`config.mk`:
```
export PLATFORM = sky130hd
export DESIGN_NAME = pts_sort_cell
export DESIGN_NICKNAME = d
export VERILOG_FILES = /design/src/rtl/pts_pkg.sv /design/src/rtl/pts_sort_cell.sv
export SDC_FILE = /design/constraint.sdc
export NUM_CORES = 1
export LEC_CHECK = 0
export ABC_AREA = 1
export BUFFER_PORTS_ARGS = -buffer_cell sky130_fd_sc_hd__buf_2
export CAP_MARGIN = 20
export CORE_MARGIN = 2
export CORE_UTILIZATION = 30
export DETAILED_ROUTE_END_ITERATION = 8
export PLACE_DENSITY_LB_ADDON = 0.1
export SYNTH_ARGS = -nofsm -noshare
export SYNTH_HDL_FRONTEND = slang
export SYNTH_SLANG_ARGS = --single-unit
```
`constraint.sdc`:
```
create_clock -name clk_i -period 2.5 [get_ports clk_i]
set_input_delay 0.375 -clock clk_i [delete_from_list [all_inputs] [get_ports clk_i]]
set_output_delay 0.375 -clock clk_i [all_outputs]
set_load 0.05 [all_outputs]
```
`src/rtl/pts_pkg.sv`:
```
`default_nettype none
package pts_pkg;

  localparam int NUM_TIMERS_DEF = 16;
  localparam int TIME_W         = 32;
  localparam int TIMER_ID_W     = 4;
  localparam int FUNC_W         = 3;

  localparam logic [TIME_W-1:0] DEFAULT_INTERVAL = TIME_W'(1000);

  localparam logic [FUNC_W-1:0] FUNC_START        = 3'd0;
  localparam logic [FUNC_W-1:0] FUNC_STOP         = 3'd1;
  localparam logic [FUNC_W-1:0] FUNC_UPDATE       = 3'd2;
  localparam logic [FUNC_W-1:0] FUNC_SET_INTERVAL = 3'd3;
  localparam logic [FUNC_W-1:0] FUNC_SET_LOCKED   = 3'd4;

  typedef struct packed {
    logic [FUNC_W-1:0]     func;
    logic [TIMER_ID_W-1:0] timer_id;
    logic [TIME_W-1:0]     interval_ms;
    logic                  lock_flag;
    logic [TIME_W-1:0]     now_ms;
  } pts_in_t;

  typedef struct packed {
    logic                  kind;
    logic [TIMER_ID_W-1:0] fired_id;
    logic                  ok;
    logic                  last;
  } pts_out_t;

  // Broadcast from the controller to every timer cell.
  typedef struct packed {
    logic                  cmd_vld;
    logic                  upd;
    logic                  shift;
    logic [FUNC_W-1:0]     func;
    logic [TIMER_ID_W-1:0] timer_id;
    logic [TIME_W-1:0]     interval_ms;
    logic                  lock_flag;
    logic [TIME_W-1:0]     now_ms;
  } pts_cmd_t;

  // One due timer travelling along the scan and sort chains.
  typedef struct packed {
    logic                  vld;
    logic [TIME_W-1:0]     key;
    logic [TIMER_ID_W-1:0] id;
  } pts_entry_t;

endpackage
`default_nettype wire

```
`src/rtl/pts_sort_cell.sv`:
```
`default_nettype none
module pts_sort_cell
  import pts_pkg::*;
(
  input  wire logic       clk_i,
  input  wire logic       rst_ni,
  input  wire logic       pop_i,
  input  wire pts_entry_t in_i,
  input  wire pts_entry_t right_i,
  output pts_entry_t      pass_o,
  output pts_entry_t      stored_o
);

  pts_entry_t stored_q, stored_d;
  pts_entry_t pass_q, pass_d;
  logic       in_first;

  always_comb begin
    // order by expiry, equal expiries by the lower index
    in_first = (in_i.key < stored_q.key) ||
               ((in_i.key == stored_q.key) && (in_i.id < stored_q.id));

    stored_d = stored_q;
    pass_d   = '0;
    if (pop_i) begin
      stored_d = right_i;
    end else if (in_i.vld) begin
      if (!stored_q.vld) begin
        stored_d = in_i;
      end else if (in_first) begin
        // keep the earlier word, push the old one right
        stored_d = in_i;
        pass_d   = stored_q;
      end else begin
        pass_d = in_i;
      end
    end
  end

  always_ff @(posedge clk_i or negedge rst_ni) begin
    if (!rst_ni) begin
      stored_q <= '0;
      pass_q   <= '0;
    end else begin
      stored_q <= stored_d;
      pass_q   <= pass_d;
    end
  end

  assign pass_o   = pass_q;
  assign stored_o = stored_q;

endmodule
`default_nettype wire

```
* Yosys cells after proc, flatten, opt, wreduce, memory -nomap -nowiden *
Cells that the tools add are included.

operators by class
  magnitude comparators = 2
  eq/ne operators = 2
  mux-type cells = 8
  reductions and logical operators = 4

operator list
  operator                                       number
  2-to-1 mux 37 bit                              5
  2-to-1 mux 36 bit                              3
  == test 32 bit                                 1
  less-than comparator 32 bit                    1
  less-than comparator 4 bit                     1
  != test 3 x 2 -> 1 bit, second input constant  1
  AND reduction 2 bit                            1
  nonzero test 2 bit                             1
  logical AND 1 bit                              1
  logical OR 1 bit                               1

storage, ports and cells
  register bits after elaboration = 74
  output and inout port bits = 74
  logic and storage cells = 22

* Logic depth before layout (Yosys ltp) *
  depth after elaboration = 7
  gate-level depth with buffers = 18
  depth with buffers taken out = 17

* Least setup slack after synthesis *
Ideal clock, no wire load.

  path type = reg2reg
  start point = reg stored_q, in the netlist stored_o[11]
  end point = reg stored_q, in the netlist stored_o[4]
  setup time = 120 ps
  data arrival time = 2081 ps
  required time = 2380 ps
  path slack = 299 ps
  cell stages (with the launch flop) = 13
  path through = dfrtp_1 -> inv_1 -> ha_1 -> nand2_1 -> nor2_2 -> inv_1 -> nor4_4 -> nand4_2 -> nand3_4 -> nand2_4 -> buf_6 -> nand2_1 -> nand2_1

between the ends
  longest elaborated chain between the ends = 5

RTL lines
  item                                                                                 RTL line             RTL
  start: declaration                                                                   pts_sort_cell.sv:14  pts_entry_t stored_q, stored_d;
  start signal: assignment                                                             pts_sort_cell.sv:45  stored_q <= stored_d;
  parallel branches: the longest is 2 deep, another holds less-than comparator 32 bit  -
  logical OR 1 bit (*)                                                                 pts_sort_cell.sv:20  in_first = (in_i.key < stored_q.key) ||
  != test 3 x 2 -> 1 bit (no source line) (*)                                          -
  AND reduction 2 bit (no source line) (*)                                             -

Every way passes the cells marked *.
A chain may end at the register's enable or synchronous reset.

==> metrics <==
status completed; clk sink count 74; Syn Area/Cell approximately 7.5 µm²; Final Hold Fails 0; CTS tree done; die area about 0.016 mm²; DR DRC count 0; Post-synth top cells nand2_1 (214), nor2_1 (80), dfrtp_1 (74); synth warn 0; num ports 151; Distinct cells, synth 29; core area 0.0145 mm²; max_cap viols 0; initial antenna violation count 0; peak per-stage delay on the critical path 410 ps; starting density of the core 30.6%; Die Ht 126 µm; required time of the critical path 2770 ps; RSZ-0062 raised after global routing no; CTS H-tree depth 3; setup TNS 0 ps; vias in the first global route 4168; adder-cell share of the synthesized area 9.83%; Post-synth EDFFs 0; Seq/Total Area, Yosys 41.6%; Max FO, Critical Path 15; fin cells 925; first drt pass iteration count 4; pin count of the biggest net entering global routing 39; ANT nets after route 0; period utilization 88.2%; Post-Synth Simple-Gate Area 31.9%; clock root cell clkbuf_16; dpl hpwl between 9 and 10 mm; Pleak 3.39 nW; syn_nets between 700 and 800; top area cells in the synthesized netlist dfrtp_1 (42%), nand2_1 (18%), ha_1 (9.8%); Final Wtd Congestion 0.779; Port Buffers 150; multiplexer share of the synthesized area 0%; Post-CTS Setup Inserts 0; Multi-input gate area 0.00225 mm²; pre-CTS setup slack between 150 and 200 ps; Routed WL per cell about 15 µm; share of layout cells above drive strength 1 between 20% and 30%; Worst slew margin between 60% and 70%; max-slew violations 0; Worst setup EP type flip-flop; crit path buf inv count 2; FFs w/ async S/R, synth 100%; Yosys top cell by area dfrtp_1; critical path, cell by cell inv_1 -> ha_1 -> nand2_1 -> nor2_2 -> nand2_1 -> nor2_2 -> nand4_2 -> nand2_4 -> buf_4 -> o21bai_1 -> nor2_1; Placed Instances 909; Crit path max-delay family simple AND/OR/NAND/NOR gates; WL final around 14 mm; post-synthesis register bit count 74; GRT overflow 0; Cell Rows 44; power per cell area 800 mW/mm²; post-layout util roughly 39%; data arrival time of the critical path 2480 ps; Post-Synthesis Cell Area 0.00445 mm²; worst vdd ir between 0.3 and 0.4 mV; # fillers approximately 1.6k; final setup fails 0; CP max stage cell dfrtp_1; hold buffers post-CTS 0; fmax between 0.4 and 0.5 GHz; Initial DRC Count 254; post-synth top area share between 40% and 50%; Synth Flop Type dfrtp_1; Worst-path clk slew 60 ps; die width 126 µm; Reg area 0.00185 mm²; count leader, synth nand2_1; Net count, final around 850; Skew-Pair Late Insertion Delay between 300 and 400 ps; largest family of logic cells by synthesized area simple AND/OR/NAND/NOR gates; Synth Area in Compound Gates 8.77%; TritonCTS Buffers 9; CTS max path bufs 2; Worst Tran Pin Value around 520 ps; Global Route Usage Sum 17.8%; cell count after synthesis 590; Tmin final approximately 2200 ps; critical path class flip-flop to flip-flop; Area Overhead vs Synth 27.5%; Via Count 4224; xor/xnor share of the synthesized area 0%; vias per inst 4.57; HP Class input pin to asynchronous set/reset pin; Startpoint Class flip-flop; Clock Skew between 7 and 8 ps; worst setup margin 294 ps; first-pass GRT wire length 22.2 mm
-- registers in the layout, summed over array words and instances, names as in the netlist --
name / count
stored_o: 37
pass_o: 37
-- layout by cell type, fill, tap and decap left out, types with 2 or more instances in the layout --
cell / Yosys / routed
clkbuf_8: 0 / 2
buf_2: 3 / 149
nand2_4: 2 / 2
nand3_1: 38 / 38
buf_4: 3 / 10
ha_1: 35 / 35
clkinv_2: 0 / 3
clkbuf_16: 0 / 9
a21oi_1: 14 / 14
dfrtp_1: 74 / 74
nor2_2: 4 / 4
buf_12: 0 / 3
o21bai_1: 36 / 36
inv_1: 47 / 47
nand2_1: 214 / 214
nor2_1: 80 / 80
o21ai_0: 6 / 6
-- where the power goes --
part	internal, mW	switching (mW)
Combinational	0.488	1.33
Clock	0.716	0.493
Sequential	1.36	0.147
-- final timing paths --
path | start | to | cells past startpoint | slack, ps
worst min register to register | stored_o[17] | stored_o[17] | 2 | 530
min in group clk_i | right_i[36] | stored_o[36] | 3 | 280
worst max register to register | stored_o[35] | pass_o[14] | 11 | 290
worst max-delay path | stored_o[35] | pass_o[14] | 11 | 290
max in group asynchronous | rst_ni | pass_o[29] | 2 | 1880
worst min-delay path | rst_ni | stored_o[6] | 1 | 20
-- cells by family after synthesis --
family,count (synthesis)
compound gates,59
simple gates,345
buf+inv,77
fa+ha+maj,35
flops,74
-- worst reg2reg max path: stages (launching register included) --
cell and delay, ps:
dfrtp_1 410, inv_1 60, ha_1 290, nand2_1 80, nor2_2 130, nand2_1 100, nor2_2 160, nand4_2 190
nand2_4 260, buf_4 270, o21bai_1 100, nor2_1 80
-- final cells by class --
cell class / count / area share (%)
Timing Repair Buffer: 162 / 15.5
Sequential cell: 74 / 32.6
Clock inverter: 3 / 0.264
Tap cell: 184 / 4.05
Antenna cell: 1 / 0.0441
Multi-Input combinational cell: 439 / 39.6
Inverter: 50 / 3.39
Clock buffer: 12 / 4.52
-- per-stage QoR --
step	total power [mW]	hold WS, ps	cell area [µm²]
2_1_floorplan	2.86	79.4	4450
3_3_place_gp	3.36	399	5400
3_5_place_dp	3.38	399	5400
4_1_cts	4.62	34.5	5670
5_1_grt	4.87	50.0	5680
6_report	4.54	18.1	5680
-- what timing repair did --
item	CTS	global route
resized for setup	0	1
endpoints found under the setup margin	0	1
hold endpoints to repair	0	0
-- layer usage --
| layer | track usage [%] | part of all wire (%) | up-vias |
|---|---|---|---|
| met5 | 0 | 0 | - |
| met4 | 3.49 | 0.77 | 0 |
| met3 | 4.50 | 5.4 | 6 |
| met2 | 29.2 | 46 | 113 |
| met1 | 24.0 | 47 | 1960 |
| li1 | - | - | 2145 |
Note: power is estimated with default switching activity, not from simulation.
