===== src/rtl/pts_pkg.sv =====
`default_nettype none
package pts_pkg;

  localparam int NUM_TIMERS_DEF = 16;
  localparam int TIME_W         = 32;
  localparam int TIMER_ID_W     = 4;
  localparam int FUNC_W         = 3;

  localparam logic [TIME_W-1:0] DEFAULT_INTERVAL = TIME_W'(1000);

  localparam logic [FUNC_W-1:0] FUNC_START        = 3'd0;
  localparam logic [FUNC_W-1:0] FUNC_STOP         = 3'd1;
  localparam logic [FUNC_W-1:0] FUNC_UPDATE       = 3'd2;
  localparam logic [FUNC_W-1:0] FUNC_SET_INTERVAL = 3'd3;
  localparam logic [FUNC_W-1:0] FUNC_SET_LOCKED   = 3'd4;

  typedef struct packed {
    logic [FUNC_W-1:0]     func;
    logic [TIMER_ID_W-1:0] timer_id;
    logic [TIME_W-1:0]     interval_ms;
    logic                  lock_flag;
    logic [TIME_W-1:0]     now_ms;
  } pts_in_t;

  typedef struct packed {
    logic                  kind;
    logic [TIMER_ID_W-1:0] fired_id;
    logic                  ok;
    logic                  last;
  } pts_out_t;

  // Broadcast from the controller to every timer cell.
  typedef struct packed {
    logic                  cmd_vld;
    logic                  upd;
    logic                  shift;
    logic [FUNC_W-1:0]     func;
    logic [TIMER_ID_W-1:0] timer_id;
    logic [TIME_W-1:0]     interval_ms;
    logic                  lock_flag;
    logic [TIME_W-1:0]     now_ms;
  } pts_cmd_t;

  // One due timer travelling along the scan and sort chains.
  typedef struct packed {
    logic                  vld;
    logic [TIME_W-1:0]     key;
    logic [TIMER_ID_W-1:0] id;
  } pts_entry_t;

endpackage
`default_nettype wire


===== src/rtl/pts_timer_cell.sv =====
`default_nettype none
module pts_timer_cell
  import pts_pkg::*;
#(
  parameter int CELL_IDX = 0
) (
  input  wire logic       clk_i,
  input  wire logic       rst_ni,
  input  wire pts_cmd_t   cmd_i,
  input  wire pts_entry_t scan_i,
  output pts_entry_t      scan_o,
  output logic            stop_hit_o
);

  localparam logic [TIMER_ID_W-1:0] MY_ID = TIMER_ID_W'(CELL_IDX);
  localparam bit ADDRESSABLE = CELL_IDX < (1 << TIMER_ID_W);

  logic              active_q, active_d;
  logic              locked_q, locked_d;
  logic [TIME_W-1:0] interval_q, interval_d;
  logic [TIME_W-1:0] expiry_q, expiry_d;
  pts_entry_t        scan_q, scan_d;

  logic              sel, due, fire, int_chg;
  logic [TIME_W-1:0] add_a, add_b, sum;

  always_comb begin
    sel     = cmd_i.cmd_vld && ADDRESSABLE && (cmd_i.timer_id == MY_ID);
    due     = active_q && (expiry_q <= cmd_i.now_ms);
    fire    = cmd_i.upd && due;
    int_chg = sel && (cmd_i.func == FUNC_SET_INTERVAL) &&
              (interval_q != cmd_i.interval_ms);
    // fixed-rate timers advance from their old expiry, others from now
    add_a   = (fire && locked_q) ? expiry_q : cmd_i.now_ms;
    add_b   = int_chg ? cmd_i.interval_ms : interval_q;
    sum     = add_a + add_b;

    active_d   = active_q;
    locked_d   = locked_q;
    interval_d = interval_q;
    expiry_d   = expiry_q;

    if (fire) begin
      expiry_d = sum;
    end
    if (sel) begin
      case (cmd_i.func)
        FUNC_START: begin
          active_d = 1'b1;
          expiry_d = sum;
        end
        FUNC_STOP: begin
          active_d = 1'b0;
        end
        FUNC_SET_INTERVAL: begin
          if (int_chg) begin
            interval_d = cmd_i.interval_ms;
            if (active_q) begin
              expiry_d = sum;
            end
          end
        end
        FUNC_SET_LOCKED: begin
          locked_d = cmd_i.lock_flag;
        end
        default: begin
        end
      endcase
    end

    scan_d = scan_q;
    if (cmd_i.upd) begin
      scan_d.vld = due;
      scan_d.key = expiry_q;
      scan_d.id  = MY_ID;
    end else if (cmd_i.shift) begin
      scan_d = scan_i;
    end
  end

  always_ff @(posedge clk_i or negedge rst_ni) begin
    if (!rst_ni) begin
      active_q   <= 1'b0;
      locked_q   <= 1'b0;
      interval_q <= DEFAULT_INTERVAL;
      expiry_q   <= '0;
      scan_q     <= '0;
    end else begin
      active_q   <= active_d;
      locked_q   <= locked_d;
      interval_q <= interval_d;
      expiry_q   <= expiry_d;
      scan_q     <= scan_d;
    end
  end

  assign scan_o     = scan_q;
  assign stop_hit_o = sel && active_q;

endmodule
`default_nettype wire


===== config.mk =====
export PLATFORM = sky130hd
export DESIGN_NAME = pts_timer_cell
export DESIGN_NICKNAME = d
export VERILOG_FILES = /design/src/rtl/pts_pkg.sv /design/src/rtl/pts_timer_cell.sv
export SDC_FILE = /design/constraint.sdc
export NUM_CORES = 1
export LEC_CHECK = 0
export BUFFER_PORTS_ARGS = -buffer_cell sky130_fd_sc_hd__buf_2
export CAP_MARGIN = 30
export CORE_ASPECT_RATIO = 1.25
export CORE_MARGIN = 2
export CORE_UTILIZATION = 57
export CTS_CLUSTER_SIZE = 40
export DETAILED_ROUTE_END_ITERATION = 10
export PLACE_DENSITY = 0.83
export SYNTH_ARGS = -nofsm -noshare
export SYNTH_HDL_FRONTEND = slang
export SYNTH_SLANG_ARGS = --single-unit

===== constraint.sdc =====
create_clock -name clk_i -period 6.2 [get_ports clk_i]
set_input_delay 0.93 -clock clk_i [delete_from_list [all_inputs] [get_ports clk_i]]
set_output_delay 0.93 -clock clk_i [all_outputs]
set_load 0.02 [all_outputs]

Yosys cells after proc, flatten, opt, wreduce, memory -nomap -nowiden
Index checks and enable logic that the tools add are counted.
{ "classes": {"n_reduce_logical": 14, "mux": 10, "magnitude_cmp": 1, "eq_ne": 4, "n_addsub": 1} }
{ "op_table": {"columns": ["op", "count"], "rows": [
  ["2-to-1 mux 32 bit", 6],
  ["2-to-1 mux 37 bit", 2],
  ["one-hot mux 32 bit (2 select lines)", 1],
  ["adder 32 bit", 1],
  ["less-or-equal comparator 32 bit", 1],
  ["inequality test 32 bit", 1],
  ["logical AND 1 bit", 7],
  ["AND reduction 2 bit", 3],
  ["logical NOT 4 bit", 1],
  ["nonzero test 2 bit", 2],
  ["equality test 3 x 1 -> 1 bit (second input constant)", 1],
  ["equality test 3 x 2 -> 1 bit (second input constant)", 1],
  ["equality test 3 bit (second input constant)", 1],
  ["logical NOT 3 bit", 1],
  ["one-hot mux 1 bit (2 select lines)", 1]
]} }
{ "totals": {"inputBits": 114, "elab_cells": 37, "out_inout_bits": 38, "ff_bits": 103} }

Longest topological paths before layout
Gate-level depths: netlist (run 1).
{ "logic_depth": {"word_depth": 11, "depth_mapped": 25, "mapped_depth_nobuf": 24} }

Worst setup path before layout (run 1)
Ideal clock, no wire load.
{ "synth_path": {"path_kind": "input to register", "startpoint": "input cmd_i[9] (netlist name)", "endpoint": "register expiry_q[31]", "n_path_buf": 1, "stages": 22, "arrival_ns": 5.942, "required_time_ns": 6.080, "setup_time_ns": 0.120, "path_slack_ns": 0.137, "cell_sequence": "inv_1 ha_1 a21o_1 a21o_1 a211oi_1 o21ai_0 a2111o_1 a211oi_4 nand2_2 buf_2 mux2_1 ha_1 a21oi_1 nor2b_1 or4_4 a31oi_4 a21oi_2 nor4_1 o2111a_1 a211oi_1 or3_1 o211a_1"} }
{ "synth_between": {"elab_chain_len": 11} }
{ "synth_lines": {"columns": ["item", "line_no", "source"], "rows": [
  ["from (decl)", "pts_timer_cell.sv:9", "input wire pts_cmd_t cmd_i,"],
  ["less-or-equal comparator 32 bit", "pts_timer_cell.sv:29", "due = active_q && (expiry_q <= cmd_i.now_ms);"],
  ["logical AND 1 bit", "pts_timer_cell.sv:29", null],
  ["logical AND 1 bit", "pts_timer_cell.sv:30", "fire = cmd_i.upd && due;"],
  ["logical AND 1 bit", "pts_timer_cell.sv:34", "add_a = (fire && locked_q) ? expiry_q : cmd_i.now_ms;"],
  ["2-to-1 mux 32 bit", "pts_timer_cell.sv:34", null],
  ["adder 32 bit", "pts_timer_cell.sv:36", "sum = add_a + add_b;"],
  ["2-to-1 mux 32 bit", "pts_timer_cell.sv:43", "if (fire) begin"],
  ["2-to-1 mux 32 bit", "pts_timer_cell.sv:58", "if (active_q) begin"],
  ["2-to-1 mux 32 bit", "pts_timer_cell.sv:56", "if (int_chg) begin"],
  ["one-hot mux 32 bit (2 select lines)", "pts_timer_cell.sv:47", "case (cmd_i.func)"],
  ["2-to-1 mux 32 bit (*)", "pts_timer_cell.sv:46", "if (sel) begin"],
  ["net expiry_d[31]", "pts_timer_cell.sv:21", "logic [TIME_W-1:0] expiry_q, expiry_d;"],
  ["to (signal assigned)", "pts_timer_cell.sv:92", "expiry_q <= expiry_d;"],
  ["to (decl)", "pts_timer_cell.sv:21", null]
]} }
The timed path passes the listed nets; every way through them passes the cells marked *.
A chain may end at the register's enable or synchronous reset.

Worst setup path in the final report (run 1)
{ "layout_path": {"startpoint": "input cmd_i[25] (netlist name)", "endpoint": "register expiry_q[31]"} }
Same word-level chain as after synthesis.

==> impl_metrics.toml, run 1 <==
[power]
power.net_switching_w = 0.00101
comb_power_share_pct = 38.0
p_total_w = 0.00267
ir_drop_v = 0.000182
p_per_area_nw_per_um2 = 296
p_sw_share_pct = 37.9
intPower_w = 0.00166
power.share.clock_pct = 22.9
p_leak_nw = 4.67
pwr-share-seq_pct = 39.1

[worst_setup_path]
cpPeakStageDelay_ns = 0.55
required_ns = 6.45
path_cells = "buf_2 > inv_1 > ha_1 > a21o_1 > a21o_1 > a221o_1 > a221oi_1 > a21oi_1 > a211oi_4 > nand2_2 > buf_4 > mux2_2 > ha_1 > a21oi_1 > nor2_1 > or4_4 > a31oi_4 > a21oi_2 > nor4_2 > o2111a_1 > a211oi_1 > or3_1 > o211a_1"
crit_fanout = 11
crit_buf_inv = 3
cpLargestDelayFamily = "compound AO/OA/AOI/OAI gates"
cp-start-kind = "primary input"
critical-path-slowest-cell = "or4_4"
cp.arrival_ns = 6.02
end_kind = "flip-flop"
criticalPathCategory = "primary input to flip-flop"

[cts]
postCtsSetupBuffers = 0
clock_latency_ns = 0.35
path_clk_slew_ns = 0.07
cts_tree = "done"
ctsResizeCount = 0
htree_levels = 3
cts_buffers = 9
clock_path_buffers = 2
clock_sinks = 103
root_buffer = "clkbuf_16"
ctsHoldBuffers = 0

[global_route]
grt_pass1_wl_mm = 30.5
grt.overflow.total = 0
grt_usage_pct = 27.1
grt_pass1_vias = 6301
grt_max_degree = 70
antenna_found_initial = 0

[worst_hold_path]
hp-class = "flip-flop to flip-flop"

[timing]
period_needed_ns = 5.78
hold_viol_final = 0
timing.slew.headroom_pct = 50.6
rsz0062_at_grt = "no"
fmax_mhz = 173
slew_viol_final = 0
fin_crit_sh_pct = 93.2
setup_violations = 0
fin_skew_ns = 0.0105
worst-slew-pin-transition_ns = 0.741
tns_ns = 0

[yosys]
yosys_register_bits = 103
avgSynthCellArea_um2 = 9.77
ys_types = 63
synth_area_leaders = "dfrtp_1, ha_1, mux2_2"
synthFlopType = "dfrtp_1"
yosysWarnings = 0
synth_enable_flop_cells = 0
synth_top_area_share_pct = 31.6
yosysSeqAreaShare_pct = 33.7
yosys.area.top_type = "dfrtp_1"
postSynthCellCount = 785
synthesis.nets = 967
syn-cell-area_um2 = 7670
async_flop_share_pct = 100

[final_layout]
nets = 1118
area_growth_pct = 17.4
fillers = 1100
final_cell_mix = "buf_2, dfrtp_1, nand2_1, ha_1, mux2_2"
final_common_cell = "buf_2"
drive_above_1_share_pct = 28.5
antenna_cells = 0

[route]
drtIter0Drc = 330
vias = 6328
ant_nets = 0
drcViolationCount = 0
wl_per_cell_um = 17.2
via_per_inst = 5.69
dr.pass1.iters = 4
drt-total-wl_mm = 19.1

[floorplan]
io_pins = 152
core_area_um2 = 13200
start_util_pct = 58.2
num_rows = 47
dieArea_um2 = 14400
dieHeight_um = 134
die_x_um = 108

[placement]
place_congestion = 0.927
place_hpwl_mm = 15.1
io_buffers = 151

[outcome]
run_status = "finished clean"

[flow_run]
cap_violations = 0
==> flip-flops by register name (all words and copies together) (netlist names) <==
name	count
active_q	1
expiry_q	32
interval_q	32
locked_q	1
scan_o	37
==> kinds of logic (layout without fill, tap and decap cells) <==
group	count (synthesis)	after routing	synth area share (%)
AOI/OAI and AO/OA	174	174	14.3
adders and majority gates	68	68	11.2
muxes	135	135	19.2
buffers and inverters	72	228	3.61
DFF	103	103	33.7
and+or+nand+nor	171	171	10.9
xor gates and xnor gates	62	62	7.08
==> per-stage QoR <==
step | setup WS, ns | util, % | cell area, um^2 | hold WS [ns] | std cells
5_1_grt | 0.0855 | 68.4 | 9010 | 0.565 | 1112
3_5_place_dp | 0.0256 | 65.9 | 8680 | 0.507 | 1096
3_3_place_gp | 0.138 | 65.8 | 8660 | 0.496 | 1095
6_report | 0.423 | 68.4 | 9010 | 0.515 | 1112
2_1_floorplan | 0.137 | - | 7670 | 0.450 | 785
4_1_cts | 0.366 | 68.3 | 9000 | 0.524 | 1112
==> Yosys cell counts (2+ instances only) <==
master     number
dfrtp_1        97
nand2_1        73
ha_1           67
mux2_2         66
o21ai_0        60
xor2_1         49
inv_1          45
mux2i_1        41
a21oi_1        29
nor2_1         28
mux2_1         27
clkbuf_1       20
a21o_1         18
o21ai_1        17
xnor2_1        13
nor4_1         12
nand4_1        10
a211oi_1        7
nand2b_1        7
dfstp_2         6
nor2b_1         6
or3_1           6
buf_2           5
nand3_1         5
nor3_1          5
o21a_1          5
a22oi_1         4
o211ai_1        4
o22ai_1         4
and2_1          3
and4_1          3
o21bai_1        3
a211o_1         2
a221oi_1        2
a31oi_1         2
buf_1           2
nand3b_1        2
nor3b_1         2
o2111ai_1       2
o211a_1         2
o31ai_1         2
==> worst register-to-register path, stage by stage, from the launching register on <==
cell      delay [ns]
dfrtp_1         0.43
ha_1            0.31
and4_1          0.21
nand3_1         0.13
or3_1           0.43
nor4_2          0.27
nor2_1          0.11
a211oi_4        0.27
nand2_2         0.08
buf_4           0.18
mux2_2          0.30
ha_1            0.28
a21oi_1         0.24
nor2_1          0.10
or4_4           0.55
a31oi_4         0.19
a21oi_2         0.10
nor4_2          0.41
o2111a_1        0.25
a211oi_1        0.06
or3_1           0.36
o211a_1         0.13
==> power groups by stage <==
stage	clock network [W]	registers [W]	logic, W
final	0.000610	0.00104	0.00101
after CTS	0.000616	0.00104	0.00101
after detailed placement	0	0.00105	0.00100
after global routing	0.000646	0.00107	0.00113
after floorplan	0	0.00108	0.000622
after global placement	0	0.00104	0.000976
==> worst paths after layout <==
path,from,to,slack (ns),cells past startpoint
max,cmd_i[25],expiry_q[31],0.42,23
min,expiry_q[0],scan_o[4],0.52,2
max reg2reg,expiry_q[25],expiry_q[31],0.70,21
min reg2reg,expiry_q[0],scan_o[4],0.52,2
max in group asynchronous,rst_ni,expiry_q[5],4.46,2
min in group asynchronous,rst_ni,interval_q[27],0.57,1
==> metal layers <==
metal,wire length (um),vias to the layer above,global-route usage [%]
li1,-,3126,-
met1,8140,2972,35.6
met2,9430,190,45.8
met3,1000,40,3.28
met4,569,0,9.76
met5,0,-,0
==> area by class of cell <==
| class | instances | area [um^2] | area share [%] |
|---|---|---|---|
| inverter | 45 | 169 | 1.88 |
| timing repair buffer | 167 | 903 | 10.0 |
| clock buffer | 10 | 229 | 2.54 |
| clock inverter | 6 | 86.3 | 0.959 |
| multi-input combinational | 610 | 4820 | 53.5 |
| tap | 171 | 214 | 2.38 |
| sequential | 103 | 2580 | 28.7 |
Note: power is estimated with default switching activity, not from simulation.
==> run 2, diff against run 1 <==
==> constraint.sdc (replaced) <==
create_clock -name clk_i -period 6.2 [get_ports clk_i]
set_input_delay 1.24 -clock clk_i [delete_from_list [all_inputs] [get_ports clk_i]]
set_output_delay 1.24 -clock clk_i [all_outputs]
set_load 0.02 [all_outputs]
==> run 2 against run 1 <==
- first-iteration DRC count decreased by 8.2%
- die area unchanged
- sequential share of layout area decreased by 0.96 points
- highest routed layer unchanged
- clock skew about the same
- critical path depth increased by 1
- count of clock-buffer cells in the layout decreased by 1
- combinational power increased by 7%
- critical endpoint unchanged
- power increased by 1.8%
- largest power group is now combinational cells
- register-to-register slack improved by 0.15 ns
==> impl_metrics.toml, run 2 (same netlist as run 1, synthesis figures left out) <==
[route]
drtIter0Drc = 303
drt-total-wl_mm = 19.7
via_per_inst = 5.74
vias = 6573
ant_nets = 0
dr.pass1.iters = 5
drcViolationCount = 0
wl_per_cell_um = 17.2

[global_route]
grt-busiest-layer = "met2"
grt_use_met3_pct = 2.84
grt_use_met1_pct = 35.4
grt_pass1_vias = 6378
grt_pass1_wl_mm = 30.9
antenna_found_initial = 0
grt_max_degree = 70
met2_usage_pct = 46.9
grt_usage_pct = 27.6
grt.overflow.total = 0

[worst_setup_path]
cpLargestDelayFamily = "compound AO/OA/AOI/OAI gates"
cp.arrival_ns = 6.17
critical-path-slowest-cell = "or4_4"
crit_buf_inv = 4
required_ns = 6.44
cp-start-kind = "primary input"
criticalPathCategory = "primary input to flip-flop"
end_kind = "flip-flop"
cpPeakStageDelay_ns = 0.54
path_cells = "buf_2 > inv_1 > ha_1 > a21o_1 > a21o_1 > a211oi_2 > o21ai_0 > a2111o_1 > a211oi_4 > nand2_2 > buf_4 > mux2_2 > ha_1 > a21oi_2 > nor2_1 > or4_4 > a31oi_4 > a21oi_2 > nor4_4 > buf_4 > nor2_1 > a211oi_2 > o2111ai_1 > o211a_1"
crit_fanout = 5

[timing]
fin_skew_ns = 0.0103
fin_crit_sh_pct = 95.6
timing.slew.headroom_pct = 50.7
hold_viol_final = 0
period_needed_ns = 5.93
worst-slew-pin-transition_ns = 0.733
fmax_mhz = 169
setup_violations = 0
hold_slack_ns = 0.505
slew_viol_final = 0

[outcome]
run_status = "finished clean"

[cts]
root_buffer = "clkbuf_16"
clock_path_buffers = 2
htree_levels = 3
path_clk_slew_ns = 0.06
clock_sinks = 103
clock_latency_ns = 0.36
ctsHoldBuffers = 0
cts_tree = "done"
cts_buffers = 9

[floorplan]
start_util_pct = 58.2
die_x_um = 108
core_area_um2 = 13200
dieHeight_um = 134
io_pins = 152
dieArea_um2 = 14400
num_rows = 47

[placement]
place_hpwl_mm = 15.6
io_buffers = 151
dpl.cell_count = 1126
place_area_um2 = 8920
place_congestion = 0.948

[final_layout]
drive_above_1_share_pct = 31.8
fin_area_um2 = 9320
final_cell_mix = "buf_2, dfrtp_1, nand2_1, mux2_2, ha_1"
antenna_cells = 0
final_common_cell = "buf_2"
nets = 1151
fillers = 969
finalNonFillerCells = 1145
largest_register_ffs = 37
area_growth_pct = 21.5

[power]
p_leak_nw = 4.85
comb_power_share_pct = 40.0
p_sw_share_pct = 38.8
intPower_w = 0.00166
ir_drop_v = 0.000164
p_per_area_nw_per_um2 = 291
power.net_switching_w = 0.00105
power.share.clock_pct = 21.6
p_total_w = 0.00271
pwr-share-seq_pct = 38.4

[worst_hold_path]
hp-class = "flip-flop to flip-flop"

[flow_run]
cap_violations = 0
run 2: changes by cell type in the layout (fill, tap and decap cells not counted), sizes merged:
cell / before / now
clkinvlp: 1 / 2
bufinv: 2 / 1
clkinv: 3 / 2
buf: 167 / 200
inv: 45 / 47
clkbuf: 10 / 9
run 2: metrics by stage:
stage / utilization [%] / setup slack (ns) / TNS [ns]
floorplan: - / 0.00635 / 0
global placement: 67.7 / -0.0641 / -0.0641
detailed placement: 67.7 / -0.174 / -0.396
CTS: 70.0 / 0.170 / 0
global route: 70.7 / -0.0353 / -0.0353
finish: 70.7 / 0.270 / 0
run 2: path summary, 6_finish.rpt:
kind | from | end | slack [ns] | cells after the start
worst max-delay path | cmd_i[9] | expiry_q[31] | 0.27 | 24
worst min-delay path | expiry_q[0] | scan_o[4] | 0.50 | 2
worst max register to register | expiry_q[9] | expiry_q[31] | 0.85 | 22
worst min register to register | expiry_q[0] | scan_o[4] | 0.50 | 2
max in group asynchronous | rst_ni | expiry_q[10] | 4.15 | 2
min in group asynchronous | rst_ni | interval_q[21] | 0.89 | 1
run 2: power groups by stage:
stage	sequential, W	combinational, W	clock [W]
global route	0.00107	0.00120	0.000621
finish	0.00104	0.00108	0.000588
CTS	0.00104	0.00106	0.000593
detailed placement	0.00105	0.00105	0
global placement	0.00104	0.00102	0
floorplan	0.00108	0.000624	0
run 2: metal layers:
layer / share of wire [%] / vias up
met4: 3.3 / 0
met3: 5.0 / 46
met5: 0 / -
met2: 50 / 217
met1: 42 / 3112
li1: - / 3198
run 2: worst min-delay path: stages (launching register included):
cell     delay, ns
dfrtp_1       0.36
nand2_1       0.05
o21ai_0       0.06
run 2: timing repair:
action                     4_1_cts  5_1_grt
setup endpoints to repair        0        6
setup buffers                    0        2
gates resized for setup          0       10
run 2: cell type report:
type / instances / area [um^2] / share of cell area [%]
Timing Repair Buffer: 200 / 1160 / 12.5
Sequential cell: 103 / 2580 / 27.7
Multi-Input combinational cell: 610 / 4880 / 52.4
Clock buffer: 9 / 225 / 2.42
Clock inverter: 7 / 80.1 / 0.859
Inverter: 45 / 169 / 1.81
Tap cell: 171 / 214 / 2.30
